<file path="src/rtl/bir_pkg.sv">
package bir_pkg;

   localparam int MAX_SRC_ROWS = 512;
   localparam int MAX_SRC_COLS = 512;
   localparam int MAX_CHANNELS = 3;
   localparam int FRAC_BITS    = 16;

   // field widths of the ports
   localparam int POS_W      = 10;
   localparam int SRC_W      = 10;
   localparam int DST_W      = 11;
   localparam int CHN_W      = 2;
   localparam int SMP_W      = 8;
   localparam int STEP_W     = 24;
   localparam int CSR_IDX_W  = 3;
   localparam int CSR_DATA_W = 24;

   // four banks by row and column parity
   localparam int NB         = 4;
   localparam int ROWS_HALF  = (MAX_SRC_ROWS + 1) / 2;
   localparam int COLS_HALF  = (MAX_SRC_COLS + 1) / 2;
   localparam int BANK_DEPTH = ROWS_HALF * COLS_HALF * MAX_CHANNELS;
   localparam int AW         = (BANK_DEPTH > 1) ? $clog2(BANK_DEPTH) : 1;
   localparam int ADR_CALC_W = 32;

   // arithmetic widths
   localparam int MAP_W = POS_W + STEP_W;
   localparam int INT_W = MAP_W - FRAC_BITS;
   localparam int CMP_W = (INT_W + 1 > 14) ? INT_W + 1 : 14;
   localparam int WGT_W = FRAC_BITS + 1;
   localparam int HOR_W = SMP_W + FRAC_BITS;
   localparam int VER_W = SMP_W + 2 * FRAC_BITS;

   localparam logic CMD_LOAD    = 1'b0;
   localparam logic CMD_COMPUTE = 1'b1;

   typedef enum logic [CSR_IDX_W-1:0] {
      CSR_SRC_ROWS = 3'd0,
      CSR_SRC_COLS = 3'd1,
      CSR_CHANNELS = 3'd2,
      CSR_DST_ROWS = 3'd3,
      CSR_DST_COLS = 3'd4,
      CSR_ROW_STEP = 3'd5,
      CSR_COL_STEP = 3'd6
   } csr_idx_type;

   typedef struct packed {
      logic [SRC_W-1:0]  src_rows;
      logic [SRC_W-1:0]  src_cols;
      logic [CHN_W-1:0]  channels;
      logic [DST_W-1:0]  dst_rows;
      logic [DST_W-1:0]  dst_cols;
      logic [STEP_W-1:0] row_step;
      logic [STEP_W-1:0] col_step;
   } cfg_type;

   // one store access, issued to all four banks at once
   typedef struct packed {
      logic                    valid;
      logic                    is_load;
      logic                    err;
      logic [NB-1:0]           wr_bank;
      logic [NB-1:0][AW-1:0]   addr;
      logic [SMP_W-1:0]        sample;
      logic [FRAC_BITS-1:0]    fr;
      logic [FRAC_BITS-1:0]    fc;
      logic                    rpar;
      logic                    cpar;
   } access_type;

   // four neighbours as read, by bank
   typedef struct packed {
      logic                    valid;
      logic                    err;
      logic [NB-1:0][SMP_W-1:0] px;
      logic [FRAC_BITS-1:0]    fr;
      logic [FRAC_BITS-1:0]    fc;
      logic                    rpar;
      logic                    cpar;
   } tap_type;

endpackage

</file>
<file path="src/rtl/bir_map.sv">
module bir_map (
   input  logic                          clock,
   input  logic                          reset,
   input  logic                          accept,
   input  logic                          req_cmd,
   input  logic [bir_pkg::POS_W-1:0]     req_row_pos,
   input  logic [bir_pkg::POS_W-1:0]     req_col_pos,
   input  logic [bir_pkg::CHN_W-1:0]     req_chan,
   input  logic [bir_pkg::SMP_W-1:0]     req_sample,
   input  bir_pkg::cfg_type              cfg,
   output bir_pkg::access_type           acc
);
   import bir_pkg::*;

   // input stage
   logic              a_valid_ff;
   logic              a_cmd_ff;
   logic [POS_W-1:0]  a_row_ff, a_col_ff;
   logic [CHN_W-1:0]  a_chan_ff;
   logic [SMP_W-1:0]  a_sample_ff;

   // mapped stage
   logic              b_valid_ff;
   logic              b_cmd_ff;
   logic              b_err_ff, b_err_in;
   logic [POS_W-1:0]  b_row_ff, b_col_ff;
   logic [CHN_W-1:0]  b_chan_ff;
   logic [SMP_W-1:0]  b_sample_ff;
   logic [MAP_W-1:0]  b_rmap_ff, b_rmap_in, b_cmap_ff, b_cmap_in;

   access_type        acc_ff, acc_in;

   function automatic logic [INT_W:0] axis_ref(input logic [INT_W-1:0] ip,
                                               input logic [SRC_W-1:0] size,
                                               input logic [CMP_W-1:0] cap);
      logic [CMP_W-1:0] ipx;
      logic [CMP_W-1:0] ip1;
      logic [CMP_W-1:0] szx;
      logic             ok;
      logic [INT_W-1:0] rf;
      ipx = CMP_W'(ip);
      ip1 = ipx + 1'b1;
      szx = CMP_W'(size);
      if (ip1 >= szx) begin
         // reference on the last row or column: step back, keep the delta
         ok = (ip != '0) && (ipx < szx) && (ipx < cap);
         rf = ip - 1'b1;
      end else begin
         ok = ip1 < cap;
         rf = ip;
      end
      return {ok, rf};
   endfunction

   always_ff @(posedge clock) begin
      if (reset) begin
         a_valid_ff <= 1'b0;
      end else begin
         a_valid_ff <= accept;
      end
      a_cmd_ff    <= req_cmd;
      a_row_ff    <= req_row_pos;
      a_col_ff    <= req_col_pos;
      a_chan_ff   <= req_chan;
      a_sample_ff <= req_sample;
   end

   always_comb begin
      logic chan_bad;
      logic load_ok;
      b_rmap_in = MAP_W'(a_row_ff) * MAP_W'(cfg.row_step);
      b_cmap_in = MAP_W'(a_col_ff) * MAP_W'(cfg.col_step);
      chan_bad  = (a_chan_ff >= cfg.channels) ||
                  ((CHN_W+1)'(a_chan_ff) >= (CHN_W+1)'(MAX_CHANNELS));
      load_ok   = (a_row_ff < cfg.src_rows) && (a_col_ff < cfg.src_cols) &&
                  (CMP_W'(a_row_ff) < CMP_W'(MAX_SRC_ROWS)) &&
                  (CMP_W'(a_col_ff) < CMP_W'(MAX_SRC_COLS)) && !chan_bad;
      if (a_cmd_ff == CMD_LOAD) begin
         b_err_in = !load_ok;
      end else begin
         b_err_in = (DST_W'(a_row_ff) >= cfg.dst_rows) ||
                    (DST_W'(a_col_ff) >= cfg.dst_cols) || chan_bad;
      end
   end

   always_ff @(posedge clock) begin
      if (reset) begin
         b_valid_ff <= 1'b0;
      end else begin
         b_valid_ff <= a_valid_ff;
      end
      b_cmd_ff    <= a_cmd_ff;
      b_err_ff    <= b_err_in;
      b_row_ff    <= a_row_ff;
      b_col_ff    <= a_col_ff;
      b_chan_ff   <= a_chan_ff;
      b_sample_ff <= a_sample_ff;
      b_rmap_ff   <= b_rmap_in;
      b_cmap_ff   <= b_cmap_in;
   end

   always_comb begin
      logic [INT_W:0]       rres, cres;
      logic [CMP_W-1:0]     rr, cr;
      logic [CMP_W-1:0]     row_ev, row_od, col_ev, col_od;
      logic [CMP_W-1:0]     row_b, col_b;
      logic [ADR_CALC_W-1:0] full;
      rres = axis_ref(b_rmap_ff[MAP_W-1:FRAC_BITS], cfg.src_rows, CMP_W'(MAX_SRC_ROWS));
      cres = axis_ref(b_cmap_ff[MAP_W-1:FRAC_BITS], cfg.src_cols, CMP_W'(MAX_SRC_COLS));
      if (b_cmd_ff == CMD_LOAD) begin
         rr = CMP_W'(b_row_ff);
         cr = CMP_W'(b_col_ff);
         row_ev = rr;
         row_od = rr;
         col_ev = cr;
         col_od = cr;
      end else begin
         rr = CMP_W'(rres[INT_W-1:0]);
         cr = CMP_W'(cres[INT_W-1:0]);
         row_ev = rr[0] ? rr + 1'b1 : rr;
         row_od = rr[0] ? rr : rr + 1'b1;
         col_ev = cr[0] ? cr + 1'b1 : cr;
         col_od = cr[0] ? cr : cr + 1'b1;
      end
      acc_in.valid   = b_valid_ff;
      acc_in.is_load = (b_cmd_ff == CMD_LOAD);
      acc_in.err     = b_err_ff ||
                       ((b_cmd_ff == CMD_COMPUTE) && !(rres[INT_W] && cres[INT_W]));
      acc_in.sample  = b_sample_ff;
      acc_in.fr      = b_rmap_ff[FRAC_BITS-1:0];
      acc_in.fc      = b_cmap_ff[FRAC_BITS-1:0];
      acc_in.rpar    = rr[0];
      acc_in.cpar    = cr[0];
      for (int b = 0; b < NB; b++) begin
         row_b = b[1] ? row_od : row_ev;
         col_b = b[0] ? col_od : col_ev;
         full  = (ADR_CALC_W'(row_b >> 1) * ADR_CALC_W'(COLS_HALF) +
                  ADR_CALC_W'(col_b >> 1)) * ADR_CALC_W'(MAX_CHANNELS) +
                 ADR_CALC_W'(b_chan_ff);
         acc_in.addr[b]    = full[AW-1:0];
         acc_in.wr_bank[b] = b_valid_ff && (b_cmd_ff == CMD_LOAD) && !b_err_ff &&
                             (rr[0] == b[1]) && (cr[0] == b[0]);
      end
   end

   always_ff @(posedge clock) begin
      if (reset) begin
         acc_ff.valid <= 1'b0;
      end else begin
         acc_ff.valid <= acc_in.valid;
      end
      acc_ff.is_load <= acc_in.is_load;
      acc_ff.err     <= acc_in.err;
      acc_ff.wr_bank <= acc_in.wr_bank;
      acc_ff.addr    <= acc_in.addr;
      acc_ff.sample  <= acc_in.sample;
      acc_ff.fr      <= acc_in.fr;
      acc_ff.fc      <= acc_in.fc;
      acc_ff.rpar    <= acc_in.rpar;
      acc_ff.cpar    <= acc_in.cpar;
   end

   assign acc = acc_ff;

endmodule

</file>
<file path="config.mk">
export PLATFORM = sky130hd
export DESIGN_NAME = bir_map
export DESIGN_NICKNAME = d
export VERILOG_FILES = /design/src/rtl/bir_pkg.sv /design/src/rtl/bir_map.sv
export SDC_FILE = /design/constraint.sdc
export NUM_CORES = 2
export LEC_CHECK = 0
export BUFFER_PORTS_ARGS = -buffer_cell sky130_fd_sc_hd__buf_4
export CAP_MARGIN = 20
export CORE_MARGIN = 5
export CORE_UTILIZATION = 30
export DETAILED_ROUTE_END_ITERATION = 10
export PLACE_DENSITY = 0.57
export SLEW_MARGIN = 10
export SYNTH_ARGS = -nofsm -noshare
export SYNTH_HDL_FRONTEND = slang
export SYNTH_SLANG_ARGS = --single-unit
</file>
<file path="constraint.sdc">
create_clock -name clock -period 19.6 [get_ports clock]
set_clock_uncertainty 0.2 [all_clocks]
set_input_delay 1.96 -clock clock [delete_from_list [all_inputs] [get_ports clock]]
set_output_delay 1.96 -clock clock [all_outputs]
set_load 0.01 [all_outputs]
</file>
==> results.cfg <==
[yosys]
netlist_top_cells_count = sky130_fd_sc_hd__inv_1, sky130_fd_sc_hd__ha_1, sky130_fd_sc_hd__fa_1
most_repeated_cell_in_the_gate_level_netlist_after_synthesis = sky130_fd_sc_hd__inv_1
avgSynthCellArea_sq_um = 9.120
yosysWarnings = 0
syn_inst = 3119
synth_area_leaders = sky130_fd_sc_hd__fa_1, sky130_fd_sc_hd__dfxtp_1, sky130_fd_sc_hd__ha_1
synth_flop_cell = sky130_fd_sc_hd__dfxtp_1
synth_seq_area_share = 0.1675
synth_area_sq_um = 28450
post_synth_num_cell_types = 103
ys_seq_elements = 238
yosysTopAreaCell = sky130_fd_sc_hd__fa_1
synth_largest_type_area_fraction = 0.2477
syn_nets = 3951
synth-async-reset-ratio = 0
synth_edf_count = 0

[drt]
postRouteAntennaNets = 0
initialDrtViolationCount = 1124
drcViolationCount = 0
finalWirelength_um = 78440
routed_via_density = 4.768
detail_route.wl_per_cell_um = 17.19
firstDrtPassIters = 5
vias = 21756

[sta]
worst_pin_slew_ps = 893.5
min_period_ps = 9318
grt_setup_unrepaired = false
fin_tns_setup_ps = 0
final_hold_vios = 0
finalSetupViolations = 0
fmax_mhz = 107.3
finalMaxSlewViolations = 0
max_slew_margin = 0.4035
post-route-period-util = 0.4754

[worst_setup_path]
crit_path_start_kind = input port
path_common_cell = sky130_fd_sc_hd__ha_1
reg2reg_from = b_rmap_ff[18]
slowest_stage = sky130_fd_sc_hd__or3_1
timing.reg2reg.setup_slack_ps = 10320
cp_slowest_stage_delay_ps = 530
worst-path-max-fanout = 19
critical_path_required_ps = 19940
timing.reg2reg.worst_path_depth = 31
r2r-end = acc[95]
worstSetupEndpointType = flip-flop
arrival_ps = 9660
criticalPathCategory = in2reg

[clock_network]
numCtsBuffers = 31
clkSlewWorstSetupHoldPaths_ps = 60
cts_repair_resize_count = 0
cts_htree_levels = 1
clk_latency_ps = 610
clockRootBuffer = sky130_fd_sc_hd__clkbuf_16
tritoncts_num_sinks = 238
number_of_buffers_inserted_for_hold_repair_after_clock_tree_synthesis = 0
tritoncts = done
clock_path_buffers = 3
post_cts_setup_buffer_count = 0

[finish]
nets = 4103
areaGrowthSynthToFinish_pct = 13.71
fillCellCount = 9773
stdcell_area_sq_um = 32340
layout-drive-gt1-share = 0.1208

[floorplanning]
start_util = 0.3007
die_width_um = 317.9
rows = 113
io_pins = 247
fp.coreArea_sq_um = 94590
die_ar_sq_um = 101100
chipHeight_um = 317.9

[grt]
grt_overflow = 0
grt_pass1_wl_um = 125300
gr-usage-all-layers = 0.1530
grt_start_max_net_pins = 63
antenna_found_initial = 6
first_global_vias = 22426

[place]
gpl.final_weighted_congestion = 0.8360
post_dp_hpwl_um = 61300
buffer_ports.inserted = 246
placement.cell_area_sq_um = 31300

[hold_path]
hold_path_class = reg2reg
hp-start = b_sample_ff[2]
worst_hold_path.endpoint = acc[36]
cell_depth_of_the_worst_hold_path = 0

[job]
drv_cap = 0

[outcome]
status = completed
## per-layer routing
metal	global-route usage	part of all wire	vias to the layer above
met2	0.2551	0.47	450
met1	0.2094	0.46	10727
met3	0.02181	0.047	89
met4	0.03979	0.027	2
li1	-	-	10488
met5	0	0.00015	-
## worst max-delay path, delay by kind of cell
kind / cells / cell delay, ps
XOR/XNOR: 4 / 750
buffers and inverters: 2 / 300
multiplexers: 1 / 320
AND/OR/NAND/NOR: 8 / 1880
AO/OA/AOI/OAI: 12 / 3270
adder cells (fa/ha/maj): 4 / 1160
## sequential cells by signal (all words and copies together) (netlist names)
| register | cells |
|---|---|
| b_row_ff | 10 |
| a_cmd_ff | 1 |
| b_cmap_ff | 34 |
| acc | 105 |
| b_cmd_ff | 1 |
| b_sample_ff | 8 |
| a_valid_ff | 1 |
| a_chan_ff | 2 |
| a_row_ff | 10 |
| b_valid_ff | 1 |
| b_err_ff | 1 |
| a_sample_ff | 8 |
| b_chan_ff | 2 |
| b_col_ff | 10 |
| b_rmap_ff | 34 |
| a_col_ff | 10 |
## worst max-delay path by stage
stage,from,to,slack (ps),cells past startpoint
after global routing,b_cmap_ff[18],acc[95],9650,32
after global placement,cfg[72],acc[95],9740,31
after CTS,b_cmap_ff[18],acc[95],10370,33
after detailed placement,cfg[72],acc[95],9730,31
final,cfg[72],acc[95],10280,31
after floorplan,cfg[84],acc[95],10870,30
## layout make-up
| class | instances | area, sq um | area share |
|---|---|---|---|
| multi-input cells | 2369 | 21590 | 0.6674 |
| inverters | 365 | 1370 | 0.04236 |
| repair buffers | 266 | 1994 | 0.06166 |
| clock buffers | 32 | 789.5 | 0.02441 |
| well taps | 1265 | 1583 | 0.04893 |
| diodes | 3 | 7.507 | 0.0002321 |
| clock inverters | 25 | 246.5 | 0.007621 |
| flip-flops and latches | 238 | 4768 | 0.1474 |
## cells by family (layout without fill, tap and decap cells)
family / Yosys count / in the layout / synth area share
AO/OA/AOI/OAI: 429 / 429 / 0.09826
XOR/XNOR: 225 / 225 / 0.07095
adder cells (fa/ha/maj): 708 / 708 / 0.4041
buffers and inverters: 512 / 688 / 0.07367
flip-flops: 238 / 238 / 0.1675
multiplexers: 23 / 23 / 0.009061
other: 0 / 3 / 0
AND/OR/NAND/NOR: 984 / 984 / 0.1764
## per-stage QoR
stage | util | worst slack (ps) | std cells | hold WS [ps]
after floorplan | - | 10870 | 3119 | 109.6
after global placement | 0.3309 | 9738 | 4502 | 109.8
after detailed placement | 0.3309 | 9727 | 4502 | 112.1
after CTS | 0.3418 | 10370 | 4559 | 116.0
after global routing | 0.3419 | 9646 | 4561 | 127.4
final | 0.3420 | 10280 | 4563 | 110.4
## placed cells by master (no fill, tap or decap), types with 29 or more instances in the layout
| cell | synthesis | routed |
|---|---|---|
| sky130_fd_sc_hd__a21oi_1 | 127 | 127 |
| sky130_fd_sc_hd__nor2_1 | 129 | 129 |
| sky130_fd_sc_hd__nand2_1 | 347 | 347 |
| sky130_fd_sc_hd__inv_1 | 365 | 365 |
| sky130_fd_sc_hd__buf_4 | 20 | 265 |
| sky130_fd_sc_hd__nand3_1 | 43 | 43 |
| sky130_fd_sc_hd__and2_1 | 222 | 222 |
| sky130_fd_sc_hd__dfxtp_1 | 238 | 235 |
| sky130_fd_sc_hd__xnor2_1 | 155 | 155 |
| sky130_fd_sc_hd__nor3_1 | 44 | 44 |
| sky130_fd_sc_hd__a21o_1 | 29 | 29 |
| sky130_fd_sc_hd__fa_1 | 352 | 352 |
| sky130_fd_sc_hd__o21ai_0 | 94 | 94 |
| sky130_fd_sc_hd__nor2b_1 | 31 | 31 |
| sky130_fd_sc_hd__clkbuf_16 | 0 | 31 |
| sky130_fd_sc_hd__ha_1 | 354 | 354 |
| sky130_fd_sc_hd__xor2_1 | 66 | 66 |
Power is left out: the tool's default activity adds up to more than one toggle a clock period on the data nets, which glitch-free logic cannot reach.
